## src/hw/rtl/relr_pkg.sv

```systemverilog
// Shared types and constants for the RELR relocation decoder.
// No dependencies; used by every module under hw/rtl.
package relr_pkg;

    localparam int ADDR_W           = 64;
    localparam int BITMAP_BITS_DEF  = 63;
    localparam int WORD_BYTES_DEF   = 8;
    localparam int CFG_INDEX_W      = 1;

    // configuration register indexes
    localparam logic [CFG_INDEX_W-1:0] CFG_OFFSET = 1'd0;
    localparam logic [CFG_INDEX_W-1:0] CFG_ENABLE = 1'd1;

    localparam logic KIND_PROGRAM = 1'b0;
    localparam logic KIND_REBASE  = 1'b1;

    typedef enum logic [1:0] {
        ST_IDLE,
        ST_ADDR_PATCH,
        ST_ADDR_REBASE,
        ST_SCAN
    } relr_state_t;

    typedef enum logic {
        OPA_ENTRY,
        OPA_PLACE
    } relr_opa_t;

    typedef enum logic {
        OPB_OFFSET,
        OPB_STEP
    } relr_opb_t;

    typedef struct packed {
        relr_opa_t a_sel;
        relr_opb_t b_sel;
    } relr_alu_ctrl_t;

endpackage

```

## src/hw/rtl/relr_addr_unit.sv

```systemverilog
// Shared 64-bit address adder of the RELR decoder, operands chosen by the sequencer.
// Depends on relr_pkg.
module relr_addr_unit #(
    parameter int WORD_BYTES = relr_pkg::WORD_BYTES_DEF
) (
    input  relr_pkg::relr_alu_ctrl_t      ctrl,
    input  logic [relr_pkg::ADDR_W-1:0]   entry,
    input  logic [relr_pkg::ADDR_W-1:0]   place,
    input  logic [relr_pkg::ADDR_W-1:0]   offset,
    output logic [relr_pkg::ADDR_W-1:0]   sum
);
    import relr_pkg::*;

    logic [ADDR_W-1:0] op_a;
    logic [ADDR_W-1:0] op_b;

    always_comb
    begin
        unique case (ctrl.a_sel)
            OPA_ENTRY: op_a = entry;
            OPA_PLACE: op_a = place;
            default:   op_a = place;
        endcase
        unique case (ctrl.b_sel)
            OPB_OFFSET: op_b = offset;
            OPB_STEP:   op_b = ADDR_W'(WORD_BYTES);
            default:    op_b = ADDR_W'(WORD_BYTES);
        endcase
    end

    // wraps modulo 2^64
    assign sum = op_a + op_b;

endmodule

```

## src/hw/rtl/relr_relocation_decoder.sv

```systemverilog
// RELR relocation decoder: accepts one table entry per transfer and emits the byte
// addresses of the words to be relocated, one result per cycle through an output
// register while result_stall is low. An address entry gives two results and is
// handled as accept plus two adder passes; a bitmap entry is scanned one bitmap bit
// per cycle (BITMAP_BITS bits) while no set bit waits for the output register, because
// the single address adder steps the running place by one word per bit. Skipped entries
// (decoder disabled or offset zero) give no result and leave the decoder idle. A set
// bitmap bit waits while the output register is held; a bitmap bit that is clear is
// stepped past even then. New entries are stalled until the decoder is idle. Configuration
// writes are always taken and must arrive only while the decoder is idle.
// Depends on relr_pkg and relr_addr_unit.
module relr_relocation_decoder #(
    parameter int BITMAP_BITS = relr_pkg::BITMAP_BITS_DEF,
    parameter int WORD_BYTES  = relr_pkg::WORD_BYTES_DEF
) (
    input  logic                               clk,
    input  logic                               rst_n,
    // configuration write channel
    input  logic                               cfg_valid,
    output logic                               cfg_ready,
    input  logic [relr_pkg::CFG_INDEX_W-1:0]   cfg_index,
    input  logic [relr_pkg::ADDR_W-1:0]        cfg_data,
    // entry channel
    input  logic                               entry_valid,
    output logic                               entry_stall,
    input  logic [relr_pkg::ADDR_W-1:0]        entry_value,
    input  logic [relr_pkg::ADDR_W-1:0]        entry_address,
    input  logic                               end_of_table,
    // result channel
    output logic                               result_valid,
    input  logic                               result_stall,
    output logic [relr_pkg::ADDR_W-1:0]        target_address,
    output logic                               patch_kind,
    output logic                               last_of_run
);
    import relr_pkg::*;

    localparam int CNT_W = (BITMAP_BITS > 1) ? $clog2(BITMAP_BITS) : 1;

    relr_state_t            state_reg, state_next;
    logic [ADDR_W-1:0]      offset_reg;
    logic                   enable_reg;
    logic [ADDR_W-1:0]      place_reg, place_next;
    logic [ADDR_W-1:0]      entry_reg, entry_next;
    logic [ADDR_W-1:0]      where_reg, where_next;
    logic                   last_reg, last_next;
    logic [BITMAP_BITS-1:0] bits_reg, bits_next;
    logic [CNT_W-1:0]       cnt_reg, cnt_next;

    logic                   res_valid_reg;
    logic [ADDR_W-1:0]      res_addr_reg;
    logic                   res_kind_reg;
    logic                   res_last_reg;

    logic                   res_load;
    logic [ADDR_W-1:0]      res_addr_next;
    logic                   res_kind_next;
    logic                   res_last_next;

    relr_alu_ctrl_t         alu_ctrl;
    logic [ADDR_W-1:0]      alu_sum;
    logic                   slot_free;
    logic                   entry_take;
    logic                   active;

    relr_addr_unit #(
        .WORD_BYTES (WORD_BYTES)
    ) u_addr_unit (
        .ctrl   (alu_ctrl),
        .entry  (entry_reg),
        .place  (place_reg),
        .offset (offset_reg),
        .sum    (alu_sum)
    );

    assign cfg_ready      = 1'b1;
    assign entry_stall    = (state_reg != ST_IDLE);
    assign entry_take     = entry_valid && !entry_stall;
    assign active         = enable_reg && (offset_reg != '0);
    assign slot_free      = !res_valid_reg || !result_stall;

    assign result_valid   = res_valid_reg;
    assign target_address = res_addr_reg;
    assign patch_kind     = res_kind_reg;
    assign last_of_run    = res_last_reg;

    // configuration registers
    always_ff @(posedge clk or negedge rst_n)
    begin
        if (!rst_n)
        begin
            offset_reg <= '0;
            enable_reg <= 1'b1;
        end
        else if (cfg_valid && cfg_ready)
        begin
            unique case (cfg_index)
                CFG_OFFSET: offset_reg <= cfg_data;
                CFG_ENABLE: enable_reg <= cfg_data[0];
                default:    ;
            endcase
        end
    end

    always_ff @(posedge clk or negedge rst_n)
    begin
        if (!rst_n)
        begin
            state_reg     <= ST_IDLE;
            place_reg     <= '0;
            res_valid_reg <= 1'b0;
        end
        else
        begin
            state_reg <= state_next;
            place_reg <= place_next;
            if (res_load)
                res_valid_reg <= 1'b1;
            else if (!result_stall)
                res_valid_reg <= 1'b0;
        end
    end

    // payload registers
    always_ff @(posedge clk)
    begin
        entry_reg <= entry_next;
        where_reg <= where_next;
        last_reg  <= last_next;
        bits_reg  <= bits_next;
        cnt_reg   <= cnt_next;
        if (res_load)
        begin
            res_addr_reg <= res_addr_next;
            res_kind_reg <= res_kind_next;
            res_last_reg <= res_last_next;
        end
    end

    always_comb
    begin
        state_next     = state_reg;
        place_next     = place_reg;
        entry_next     = entry_reg;
        where_next     = where_reg;
        last_next      = last_reg;
        bits_next      = bits_reg;
        cnt_next       = cnt_reg;
        res_load       = 1'b0;
        res_addr_next  = alu_sum;
        res_kind_next  = KIND_PROGRAM;
        res_last_next  = 1'b0;
        alu_ctrl.a_sel = OPA_PLACE;
        alu_ctrl.b_sel = OPB_STEP;

        unique case (state_reg)
            ST_IDLE:
            begin
                if (entry_take)
                begin
                    entry_next = entry_value;
                    where_next = entry_address;
                    last_next  = end_of_table;
                    bits_next  = entry_value[BITMAP_BITS:1];
                    cnt_next   = '0;
                    if (!active)
                    begin
                        if (end_of_table)
                            place_next = '0;
                    end
                    else if (entry_value[0])
                        state_next = ST_SCAN;
                    else
                        state_next = ST_ADDR_PATCH;
                end
            end

            ST_ADDR_PATCH:
            begin
                alu_ctrl.a_sel = OPA_ENTRY;
                alu_ctrl.b_sel = OPB_OFFSET;
                if (slot_free)
                begin
                    res_load      = 1'b1;
                    res_addr_next = alu_sum;
                    place_next    = alu_sum;   // patch address, stepped in ST_ADDR_REBASE unless end of table
                    state_next    = ST_ADDR_REBASE;
                end
            end

            ST_ADDR_REBASE:
            begin
                if (slot_free)
                begin
                    res_load      = 1'b1;
                    res_addr_next = where_reg;
                    res_kind_next = KIND_REBASE;
                    res_last_next = 1'b1;
                    place_next    = last_reg ? '0 : alu_sum;
                    state_next    = ST_IDLE;
                end
            end

            ST_SCAN:
            begin
                // one bitmap bit per cycle; hold while a set bit finds the slot busy
                if (!bits_reg[0] || slot_free)
                begin
                    if (bits_reg[0])
                    begin
                        res_load      = 1'b1;
                        res_addr_next = place_reg;
                        res_last_next = (bits_reg[BITMAP_BITS-1:1] == '0);
                    end
                    bits_next  = bits_reg >> 1;
                    cnt_next   = cnt_reg + 1'b1;
                    place_next = alu_sum;
                    if (cnt_reg == CNT_W'(BITMAP_BITS - 1))
                    begin
                        if (last_reg)
                            place_next = '0;
                        state_next = ST_IDLE;
                    end
                end
            end

            default:
            begin
                state_next = ST_IDLE;
            end
        endcase
    end

endmodule
```

## config.mk

```make
export PLATFORM = sky130hd
export DESIGN_NAME = relr_relocation_decoder
export DESIGN_NICKNAME = d
export VERILOG_FILES = /design/src/hw/rtl/relr_pkg.sv /design/src/hw/rtl/relr_addr_unit.sv /design/src/hw/rtl/relr_relocation_decoder.sv
export SDC_FILE = /design/constraint.sdc
export NUM_CORES = 1
export LEC_CHECK = 0
export ABC_CLOCK_PERIOD_IN_PS = 12200
export BUFFER_PORTS_ARGS = -buffer_cell sky130_fd_sc_hd__buf_2
export CORE_AREA = 2 2 262 264
export CTS_BUF_LIST = sky130_fd_sc_hd__clkbuf_8
export DETAILED_ROUTE_END_ITERATION = 10
export DIE_AREA = 0 0 264 266
export GPL_ROUTABILITY_DRIVEN = 0
export SYNTH_ARGS = -nofsm -noshare
export SYNTH_HDL_FRONTEND = slang
export SYNTH_SLANG_ARGS = --single-unit
```

## constraint.sdc

```tcl
create_clock -name clk -period 12.2 [get_ports clk]
set_clock_uncertainty 0.15 [all_clocks]
set_input_delay 2.44 -clock clk [delete_from_list [all_inputs] [get_ports clk]]
set_output_delay 2.44 -clock clk [all_outputs]
set_load 0.05 [all_outputs]
```

==> Word level (Yosys, flattened, before mapping) <==
Index checks and enable logic that the tools add are counted.
Widths: inputs -> output; s select.
{ "word_totals": {"ff_bits": 396, "output_inout_bits": 69} }
{ "op_classes": {"n_addsub": 2, "eq_ne": 13, "muxes": 39, "bitwise": 3, "reduce_logical": 20} }
{ "ops": {"columns": ["operator", "n"], "rows": [
  ["$mux 64", 11],
  ["$pmux 64 s2", 3],
  ["$pmux 64 s4", 1],
  ["$mux 63", 2],
  ["$pmux 63 s2", 1],
  ["$add 64x64->64", 1],
  ["$reduce_bool 64->1", 1],
  ["$logic_not 62->1", 1],
  ["$mux 2", 8],
  ["$ne 2x2->1 const B", 8],
  ["$mux 6", 2],
  ["$pmux 6 s2", 1],
  ["$reduce_and 6->1", 2],
  ["$pmux 2 s4", 1],
  ["$mux 1", 7],
  ["$add 6x1->6 const B", 1],
  ["$eq 6x6->1 const B", 1],
  ["$reduce_and 2->1", 3],
  ["$eq 2x2->1 const B", 2],
  ["$logic_not 1->1", 4],
  ["$pmux 1 s2", 2],
  ["$reduce_bool 2->1", 2],
  ["$not 1->1", 3],
  ["$reduce_and 3->1", 1],
  ["other kinds (6)", 8]
]} }

==> Logic depth before layout (Yosys ltp) <==
Gate-level depths: netlist of run 1.
{ "depth": {"ltp_word": 9, "depth_mapped": 18} }

==> Modules after synthesis <==
A second synthesis of run 1 with hierarchy kept.
{ "unflattened": {"cells_unflattened": 1531, "hier_area_um2": 19796.5} }
{ "by_module_without_submodules": {"columns": ["mod", "instances", "cells_per_inst", "area_per_inst_um2", "seq_area_each_um2"], "rows": [
  ["relr_relocation_decoder", 1, 873, 15064.4, 11232.0],
  ["relr_addr_unit", 1, 658, 4732.0, 0.0]
]} }

==> Worst setup path before layout of run 1 <==
Ideal clock, no wire load.
{ "synth_timing": {"path_kind": "input -> register", "startpoint": "input port result_stall", "endpoint": "register res_last_reg, in the netlist last_of_run (enable)", "arrival_time_ns": 7.286, "setup_slack_ns": 4.193, "stages": 3, "path_cell_list": "and2_1 > clkbuf_1 > nor3_1"} }
{ "synth_between": {"elab_chain_len": 5} }
{ "synth_rtl": {"columns": ["item", "line_no", "rtl"], "rows": [
  ["start: declaration", "relr_relocation_decoder.sv:31", "input logic result_stall,"],
  ["$logic_not 1->1 *", null, null],
  ["$logic_or 1x1->1 *", "relr_relocation_decoder.sv:80", "assign slot_free = !res_valid_reg || !result_stall;"],
  ["$logic_or 1x1->1", "relr_relocation_decoder.sv:207", "if (!bits_reg[0] || slot_free)"],
  ["$mux 1", "relr_relocation_decoder.sv:207", null],
  ["$pmux 1 s2 *", "relr_relocation_decoder.sv:156", "unique case (state_reg)"],
  ["via res_load", "relr_relocation_decoder.sv:55", "logic res_load;"],
  ["end signal: assignment", "relr_relocation_decoder.sv:136", "res_last_reg <= res_last_next;"],
  ["end: declaration", "relr_relocation_decoder.sv:53", "logic res_last_reg;"]
]} }
The timed path passes the listed nets; every way through them passes the cells marked *.
A chain may end at the register's enable or synchronous reset.

==> Worst setup path in the final report of run 1 <==
{ "layout_timing": {"startpoint": "register state_reg[1]", "endpoint": "register res_addr_reg[59], in the netlist target_address[59], data pin"} }
{ "layout_between": {"elab_chain_len": 8} }
{ "layout_rtl": {"columns": ["item", "line_no", "rtl"], "rows": [
  ["start: declaration", "relr_relocation_decoder.sv:40", "relr_state_t state_reg, state_next;"],
  ["start signal: assignment", "relr_relocation_decoder.sv:115", "state_reg <= state_next;"],
  ["$eq 2x1->1", "relr_relocation_decoder.sv:156", null],
  ["$mux 2", "relr_relocation_decoder.sv:156", null],
  ["$not 1->1 (on tied branches)", "relr_addr_unit.sv:19, relr_addr_unit.sv:24", null],
  ["$pmux 64 s2 (on tied branches)", "relr_addr_unit.sv:19, relr_addr_unit.sv:24", null],
  ["$add 64x64->64", "relr_addr_unit.sv:32", "assign sum = op_a + op_b;"],
  ["$mux 64", "relr_relocation_decoder.sv:209", "if (bits_reg[0])"],
  ["$mux 64", "relr_relocation_decoder.sv:207", null],
  ["$pmux 64 s2 *", "relr_relocation_decoder.sv:156", null],
  ["via res_addr_next[59]", "relr_relocation_decoder.sv:56", "logic [ADDR_W-1:0] res_addr_next;"],
  ["end signal: assignment", "relr_relocation_decoder.sv:134", "res_addr_reg <= res_addr_next;"],
  ["end: declaration", "relr_relocation_decoder.sv:51", "logic [ADDR_W-1:0] res_addr_reg;"]
]} }
Marks and branches as above.

==> results of run 1 <==
[cells in the mapped netlist (all sizes together) (3+ instances only)]
cell type	n
xnor2	32
buf	24
and2	76
dfrtp	131
a22o	3
o21bai	13
clkbuf	65
a31o	6
nor3	12
nor2	39
o22ai	5
a31oi	7
edfxtp	264
a211oi	6
or3	5
inv	25
xor2	23
a21boi	5
nand2	126
or2	6
nand4	26
nor4	34
a22oi	59
o21a	10
o31ai	26
o2111ai	4
a21o	34
o211ai	5
nand3	18
a21oi	90
nor2b	11
nand2b	7
ha	71
mux2	191
and3	5
o21ai	148
a32o	3
[worst paths after layout]
check	from	endpoint	slack, ns
max	state_reg[1]	target_address[59]	6.83
min	place_reg[4]	place_reg[4]	0.35
max reg2reg	state_reg[1]	target_address[59]	6.83
min reg2reg	place_reg[4]	place_reg[4]	0.35
max in group asynchronous	rst_n	place_reg[46]	9.08
min in group asynchronous	rst_n	offset_reg[7]	1.73
[kinds of logic after synthesis]
| kind of cell | count (synthesis) |
|---|---|
| muxes | 193 |
| xor gates and xnor gates | 55 |
| DFF | 396 |
| buffers and inverters | 117 |
| other | 1 |
| adders and majority gates | 72 |
| and+or+nand+nor | 371 |
| AOI/OAI and AO/OA | 445 |
[stage by stage]
stage | cells | hold WS [ns]
global route | 2853 | 0.381
floorplan | 1650 | 0.312
CTS | 2853 | 0.353
global placement | 2720 | 0.330
finish | 2853 | 0.353
detailed placement | 2720 | 0.341
[layout by cell type, fill, tap and decap left out, types with 23 or more instances in the layout]
cell type and instances:
a21o_1 32, a21oi_1 90, a22oi_1 59, and2_1 73, buf_2 265, clkbuf_8 80, dfrtp_1 131, edfxtp_1 264
ha_1 69, inv_1 55, mux2_2 191, nand2_1 124, nand4_1 26, nor2_1 37, nor4_1 34, o21ai_0 145
o31ai_1 25, xnor2_1 32, xor2_1 23
[metal layers]
| layer | part of all wire (%) | routed length, µm |
|---|---|---|
| met3 | 7.1 | 4650 |
| met2 | 47 | 30600 |
| met5 | 0.077 | 50 |
| met4 | 2.7 | 1740 |
| met1 | 43 | 28300 |
[area by class of cell]
class	instances	share of cell area, %
multi-input cells	1137	35.4
flip-flops and latches	396	47.4
clock buffers	80	4.65
clock inverters	53	1.38
repair buffers	280	6.09
inverters	25	0.396
well taps	882	4.66
[critical path: cells and delay by family, from the launching register on]
family | cells | cell delay [ns]
flops | 1 | 0.44
mux | 1 | 0.40
fa+ha+maj | 2 | 1.22
simple gates | 1 | 0.10
buf+inv | 2 | 0.78
xor+xnor | 1 | 0.28
compound gates | 8 | 1.72
[where the power goes]
| part | switching, mW | total, mW | leakage [nW] | internal [mW] |
|---|---|---|---|---|
| Combinational | 1.92 | 2.77 | 4.43 | 0.848 |
| Sequential | 0.319 | 2.43 | 4.17 | 2.11 |
| Clock | 0.578 | 1.27 | 0.849 | 0.688 |
==> results by group, run 1 <==
Status
  – Outcome: finished clean

Floorplan
  – Die Y: roughly 270 µm
  – Initial Util: 29.7%
  – Core box area: ~68000 µm²
  – Row cnt: 96
  – Die Area: about 70000 µm²
  – Die X: 264 µm
  – # IOs: about 270

Critical path
  – Critical-path top delay cell: ha_4
  – WP data required: between 10 and 15 ns
  – R2R depth: 15
  – Worst-path fanout max: just over 80
  – CP endpoint kind: flop
  – Cells along the critical path: inv_1 -> ha_4 -> buf_4 -> mux2_2 -> ha_1 -> a21o_1 -> a21o_1 -> a21o_1 -> a21o_2 -> a21oi_1 -> o21ba_2 -> nand2_1 -> a31oi_1 -> xor2_1 -> o21ai_0
  – Setup crit start kind: flop
  – Crit Path Class: reg -> reg
  – Critical Path Most Common Cell: a21o_1
  – Crit path DAT: around 5.6 ns
  – Max stage delay on crit path: 0.82 ns

Detailed routing
  – Detail Route Antenna Nets: 0
  – Routed wire length: 65300 µm
  – DRT Pass-1 Iters: 5
  – Remaining DRCs: 0
  – DR WL/cell: between 20 and 25 µm
  – Initial DRC count: approximately 1300
  – DR vias: 14856
  – Vias per inst: ~5.2

Power
  – Pwr per Cell Area: approximately 270 nW/µm²
  – Power Total: about 6.5 mW
  – Lkg Pwr: around 9.5 nW
  – Peak supply drop: between 0.00015 and 0.0002 V

Global route
  – Number of global-route vias before repair: 15144
  – First-pass GRT wire length: roughly 97000 µm
  – Largest net degree at the start of global routing: 97
  – Busiest grt layer: met2
  – GRT Overall Usage: 18.5%
  – Antenna violations before repair: 6
  – Met1 Use GR: about a quarter
  – Total congestion overflow: 0
  – Met3 Use GR: approximately 4.2%
  – Global Route met2 Usage: between 20% and 30%

Synth
  – Seq cells post-synth: 396
  – Mux cell area share after synthesis: roughly 11%
  – Synth cell types: 83
  – Syn Inst Count: 1650
  – Synth Area in Compound Gates: approximately 14%
  – Synth Area in Simple Gates: under 10%
  – Synth top area share: between 30% and 40%
  – Syn avg cell area: 12.2 µm²
  – Register area share after synthesis: 55.8%
  – Largest cells by area after synthesis: edfxtp_1, dfrtp_1, mux2_2
  – Warnings, synthesis: 0
  – Top cell type by total area after synthesis: edfxtp_1
  – Commonest register cell after synthesis: edfxtp_1
  – Ys async rst share: between 30 and 40%
  – Syn Nets: a little under 2000
  – Mapped Area: 20100 µm²
  – Combinational family with the most area after synthesis: compound AO/OA/AOI/OAI gates
  – Synthesized-area fraction occupied by adder cells: roughly 4.5%
  – Number of synthesized flops with an enable pin: about 260
  – Post-Synth XOR/XNOR Area: 2.39%

STA
  – Max-slew violations: 0
  – Fin. Hold Viols: 0
  – Post-route setup slack: just under 7 ns
  – Worst slew margin: 26.0%
  – Period minus WS final: roughly 5.4 ns
  – Setup_tns: 0 ns
  – Finish-stage setup viols: 0
  – Top achievable clock speed: roughly 190 MHz
  – Crit share post-route: 44.0%
  – RSZ-0062 raised after global routing: no
  – Measured slew at the worst slew-check pin: approximately 1.1 ns

Finish
  – Reg area: 11200 µm²
  – Area of the multi-input gates: 8390 µm²
  – # fillers: between 6000 and 7000
  – Final #Nets: about 2200
  – P&R area growth vs syn: 17.7%
  – Final core utilization: between 30% and 40%
  – Final Cell Area: ~24000 µm²
  – Share of layout cells above drive strength 1: between 30% and 40%
  – Number of antenna diodes: 0

Worst hold path
  – Min-Delay Path Class: reg -> reg
  – WHS Path Cells: 2

Placement
  – IO Port Bufs: roughly 270
  – Post-DP HPWL: between 40000 and 50000 µm
  – Pre-CTS setup slack: approximately 6.7 ns
  – DP Area: ~22000 µm²

Clock tree
  – Cts bufs inserted: 72
  – Hold_buf cts: 0
  – H-tree levels: 3
  – CTS sink cnt: approximately 400
  – Worst-path clk slew: 0.06 ns
  – CTS tree: done
  – Cts repair resizes: 0
  – Root Driver: clkbuf_8
  – Worst skew pair latency: around 0.67 ns
  – Max clock buf depth: 3
  – Post-CTS Setup Inserts: 0

Flow run
  – # Max-Cap Violations: 0
Note: power is estimated with default switching activity, not from simulation.
==> run 2: changes to the inputs <==
Settings changed: ABC_CLOCK_PERIOD_IN_PS 12200 to 4350.
Clock period 12.2 ns to 4.35 ns, I/O delays scaled along.
==> results by group, run 2 (synthesis gave the netlist of run 1 again) <==
Detailed routing
  – Remaining DRCs: 0
  – Routed wire length: roughly 66000 µm
  – DR WL/cell: around 22 µm
  – Detail Route Antenna Nets: 0
  – Vias per inst: approximately 5.2
  – DR vias: about 15000
  – DRT Pass-1 Iters: 5
  – Initial DRC count: approximately 1500

Clock tree
  – Hold_buf cts: 0
  – CTS sink cnt: 396
  – Root Driver: clkbuf_8
  – Cts bufs inserted: 72
  – Max clock buf depth: 3
  – CTS tree: done
  – H-tree levels: 3
  – Worst-path clk slew: 0.06 ns
  – Worst skew pair latency: about 0.69 ns

Floorplan
  – Core box area: just under 70000 µm²
  – Row cnt: 96
  – Die X: 264 µm
  – Die Y: 266 µm
  – Die Area: roughly 70000 µm²
  – Initial Util: 29.7%
  – # IOs: around 270

Finish
  – Commonest non-fill, non-tap cells in the layout: buf_2, edfxtp_1, mux2_2
  – Share of layout cells above drive strength 1: a little under two fifths
  – Number of antenna diodes: 0
  – Final #Nets: around 2300
  – P&R area growth vs syn: 24.7%
  – Most frequent standard cell in the layout excluding fill and tap cells: buf_2
  – Area of the multi-input gates: between 8000 and 9000 µm²
  – Post-route non-filler standard cell count: about 3000
  – Final Cell Area: between 20000 and 30000 µm²
  – Reg area: about 11000 µm²
  – Final core utilization: between 30% and 40%
  – # fillers: between 6000 and 7000

STA
  – Finish-stage setup viols: 0
  – Top achievable clock speed: approximately 240 MHz
  – Post-route setup slack: 0.121 ns
  – Measured slew at the worst slew-check pin: approximately 1.0 ns
  – Crit share post-route: 97.2%
  – Setup_tns: 0 ns
  – Worst slew margin: a little under a third
  – RSZ-0062 raised after global routing: yes
  – Max-slew violations: 0
  – Fin. Hold Viols: 0
  – Period minus WS final: ~4.2 ns
  – Fin Hold WS: 0.0498 ns

Critical path
  – Cells along the critical path: inv_2 -> ha_4 -> buf_12 -> buf_12 -> mux2_2 -> ha_1 -> nand2_2 -> buf_4 -> or3_4 -> o221a_4 -> a31oi_4 -> o2111ai_4 -> a211oi_4 -> buf_4 -> nor2_1 -> xor2_1 -> o22ai_1
  – Crit Path Class: reg -> reg
  – WP data required: approximately 4.6 ns
  – CP endpoint kind: flop
  – Max stage delay on crit path: 0.39 ns
  – Setup crit start kind: flop
  – Worst-path fanout max: 8
  – Crit path DAT: around 4.5 ns
  – Critical-path top delay cell: dfrtp_1

Power
  – Peak supply drop: around 0.00066 V
  – Power Total: about 19 mW
  – Lkg Pwr: 10.0 nW
  – Pwr per Cell Area: ~770 nW/µm²

Global route
  – First-pass GRT wire length: 96500 µm
  – GRT Overall Usage: between 10% and 20%
  – Largest net degree at the start of global routing: 86
  – Number of global-route vias before repair: approximately 15000
  – Antenna violations before repair: 4
  – Total congestion overflow: 0

Worst hold path
  – Min-Delay Path Class: in -> async

Placement
  – IO Port Bufs: between 200 and 300
  – Pre-CTS setup slack: -0.0415 ns
  – DP Area: 23100 µm²
  – Post-DP HPWL: about 50000 µm
  – Placed Cells: between 2000 and 3000

Flow run
  – # Max-Cap Violations: 0

Status
  – Outcome: finished clean
-- run 2: cell count changes in the layout (fill, tap and decap cells not counted), sizes merged --
cell / before / now
clkinvlp: 1 / 4
buf: 280 / 382
inv: 56 / 49
clkbuf: 80 / 87
bufinv: 4 / 5
clkinv: 17 / 18
-- run 2: path summary, 6_finish.rpt --
| check | from | endpoint | slack, ns | cells after the start |
|---|---|---|---|---|
| worst max register to register | state_reg[1] | target_address[53] | 0.12 | 17 |
| max in group asynchronous | rst_n | offset_reg[32] | 3.15 | 2 |
| min in group clk | entry_address[59] | where_reg[59] | 0.22 | 1 |
| worst min register to register | place_reg[59] | place_reg[59] | 0.36 | 2 |
| worst min-delay path | rst_n | offset_reg[10] | 0.05 | 1 |
| worst max-delay path | state_reg[1] | target_address[53] | 0.12 | 17 |
-- run 2: metal layers --
metal | GRT usage (%) | share of wire [%] | vias to the layer above
met4 | 6.05 | 2.9 | 4
met3 | 3.66 | 7.0 | 113
met2 | 30.1 | 47 | 619
li1 | - | - | 7003
met1 | 24.3 | 43 | 7507
met5 | 0 | 0.027 | -
-- run 2: what timing repair did --
action                     4_1_cts  5_1_grt
setup buffers                    5        3
pin swaps                        2       17
resized for setup               12       61
setup endpoints to repair       12       48
gates cloned                     0        4
-- run 2: report_power, final --
| group | internal, mW | switching, mW | total (mW) |
|---|---|---|---|
| Combinational | 3.11 | 5.73 | 8.85 |
| Clock | 2.05 | 1.66 | 3.72 |
| Sequential | 5.90 | 0.870 | 6.77 |
| Total | 11.1 | 8.27 | 19.3 |
-- run 2: worst max-delay path, delay by kind of cell, from the launching register on --
family	cells	cell delay (ns)
xor+xnor	1	0.22
buf+inv	5	0.69
simple gates	3	0.52
mux	1	0.34
compound gates	5	1.11
fa+ha+maj	2	0.52
flops	1	0.39
-- run 2: area by class of cell --
type	count	share of cell area (%)
clock buffers	83	4.55
clock inverters	51	1.47
inverters	25	0.374
multi-input cells	1137	34.8
flip-flops and latches	396	44.8
well taps	882	4.40
repair buffers	386	9.66
==> run 3: changes to the inputs <==
Settings changed: BUFFER_PORTS_ARGS -buffer_cell sky130_fd_sc_hd__buf_2 to default, CORE_AREA 2 2 262 264 to 2 2 215 323, DIE_AREA 0 0 264 266 to 0 0 217 325, DONT_BUFFER_PORTS from default to 1.
==> results by group, run 3 (synthesis gave the netlist of run 1 again) <==
Status
  – Outcome: finished clean

Finish
  – P&R area growth vs syn: 20.3%
  – Final #Nets: about 2100
  – Final core utilization: between 30% and 40%
  – Most frequent standard cell in the layout excluding fill and tap cells: edfxtp_1
  – # fillers: about 6600
  – Share of layout cells above drive strength 1: between 30% and 40%
  – Commonest non-fill, non-tap cells in the layout: edfxtp_1, mux2_2, buf_4

STA
  – Worst slew margin: ~32%
  – Crit share post-route: a little over nine tenths
  – Measured slew at the worst slew-check pin: about 1 ns
  – Finish-stage setup viols: 0
  – Fin. Hold Viols: 0
  – Period minus WS final: around 4.3 ns
  – Max-slew violations: 0
  – Top achievable clock speed: 233 MHz
  – RSZ-0062 raised after global routing: yes

Power
  – Peak supply drop: roughly 0.0006 V
  – Power Total: about 19 mW
  – Pwr per Cell Area: approximately 800 nW/µm²
  – Lkg Pwr: 9.23 nW

Floorplan
  – Die Y: 325 µm
  – Row cnt: around 120
  – Die Area: approximately 71000 µm²
  – Core box area: around 68000 µm²
  – # IOs: 268
  – Die X: between 200 and 250 µm
  – Initial Util: between 20 and 30%

Critical path
  – Max stage delay on crit path: approximately 0.45 ns
  – CP endpoint kind: flop
  – Worst R2R Setup Slack: around 0.054 ns
  – Worst-path fanout max: 9
  – Worst R2R End: target_address[53]
  – WP data required: roughly 4.6 ns
  – Crit path DAT: 4.56 ns
  – Stages on worst setup path: 17
  – Critical-path top delay cell: a2111o_1
  – Setup crit start: state_reg[1]
  – Reg2reg start: state_reg[1]
  – Crit Path Class: reg -> reg
  – Bufs and invs on worst path: 6
  – R2R depth: 17
  – Cells along the critical path: inv_2 -> ha_4 -> buf_12 -> bufbuf_16 -> buf_4 -> mux2_2 -> ha_4 -> buf_6 -> nand4_1 -> a2111o_1 -> a31oi_4 -> o2111ai_4 -> a211oi_4 -> nor2_1 -> xor2_1 -> buf_4 -> o22ai_1
  – Setup crit start kind: flop
  – Family with the most delay on the worst path: compound AO/OA/AOI/OAI gates

Clock tree
  – Worst skew pair latency: between 0.7 and 0.8 ns
  – Root Driver: clkbuf_8
  – Worst-path clk slew: 0.07 ns
  – CTS sink cnt: just under 400
  – Max clock buf depth: 3
  – CTS tree: done
  – H-tree levels: 2
  – Cts bufs inserted: 61

Detailed routing
  – Routed wire length: ~70000 µm
  – DR WL/cell: 25.2 µm
  – Detail Route Antenna Nets: 0
  – Initial DRC count: around 950
  – Vias per inst: 5.27
  – Remaining DRCs: 0
  – DRT Pass-1 Iters: 5
  – DR vias: between 10000 and 15000

Global route
  – First-pass GRT wire length: 99600 µm
  – GRT Overall Usage: a little under a fifth
  – Largest net degree at the start of global routing: between 100 and 150
  – Number of global-route vias before repair: about 15000
  – Antenna violations before repair: 34
  – Total congestion overflow: 0

Flow run
  – # Max-Cap Violations: 0

Placement
  – IO Port Bufs: 0
  – Post-DP HPWL: 50700 µm

Worst hold path
  – Min-Delay Path Class: in -> async
## run 3: cell count changes in the layout (fill, tap and decap cells not counted), moves of 5 or more
cell and delta:
diode_2 +13, clkinv_1 -6, buf_4 +58, a21oi_1 +5, ha_1 -8, buf_2 -266, a21oi_2 -7, inv_1 +6
ha_4 +11, mux2_4 +5, mux2_2 -5, clkbuf_8 -10
## run 3: final cells by class
cell class	instances	area (µm²)	share of cell area (%)
Clock inverter	43	208	0.859
Sequential cell	396	11200	46.4
Antenna cell	13	32.5	0.134
Timing Repair Buffer	181	1600	6.62
Tap cell	892	1120	4.61
Inverter	25	93.8	0.388
Clock buffer	73	1000	4.15
Multi-Input combinational cell	1137	8900	36.8
## run 3: timing repair
action	in CTS	in global routing
endpoints found under the hold margin	132	0
hold buffers	1	0
resized for setup	26	70
cloned	3	1
buffers inserted	10	9
setup endpoints to repair	21	43
pin swaps	9	20
## run 3: metal layers
| metal | wire length, µm | GRT usage [%] | vias up |
|---|---|---|---|
| met5 | 195 | 0 | - |
| met3 | 5310 | 6.27 | 173 |
| met1 | 25200 | 20.1 | 7288 |
| met4 | 3350 | 8.92 | 32 |
| li1 | - | - | 6571 |
| met2 | 35600 | 34.3 | 489 |
## run 3: worst max path at each step
stage / to / slack (ns)
after floorplan: target_address[61] / 0.02
after global placement: target_address[63] / -0.26
after detailed placement: target_address[63] / -0.25
after CTS: target_address[56] / -0.006
after global routing: target_address[34] / -0.03
final: target_address[53] / 0.05
## run 3: metrics by stage
step | instance area (µm²) | cells | setup WS [ns] | setup TNS, ns | hold WS [ns]
3_5_place_dp | 22100 | 2608 | -0.249 | -1.53 | 0.344
5_1_grt | 24200 | 2757 | -0.0321 | -0.146 | 0.0336
2_1_floorplan | 20100 | 1650 | 0.0212 | 0 | 0.312
4_1_cts | 23700 | 2738 | -0.00644 | -0.00644 | 0.0151
3_3_place_gp | 22100 | 2608 | -0.258 | -1.43 | 0.334
6_report | 24200 | 2760 | 0.0538 | 0 | 0.00939
## run 3: where the power goes
| part | switching, mW | total [mW] | internal (mW) |
|---|---|---|---|
| clock network | 1.57 | 3.15 | 1.58 |
| registers | 2.13 | 8.06 | 5.93 |
| logic | 4.57 | 7.81 | 3.24 |
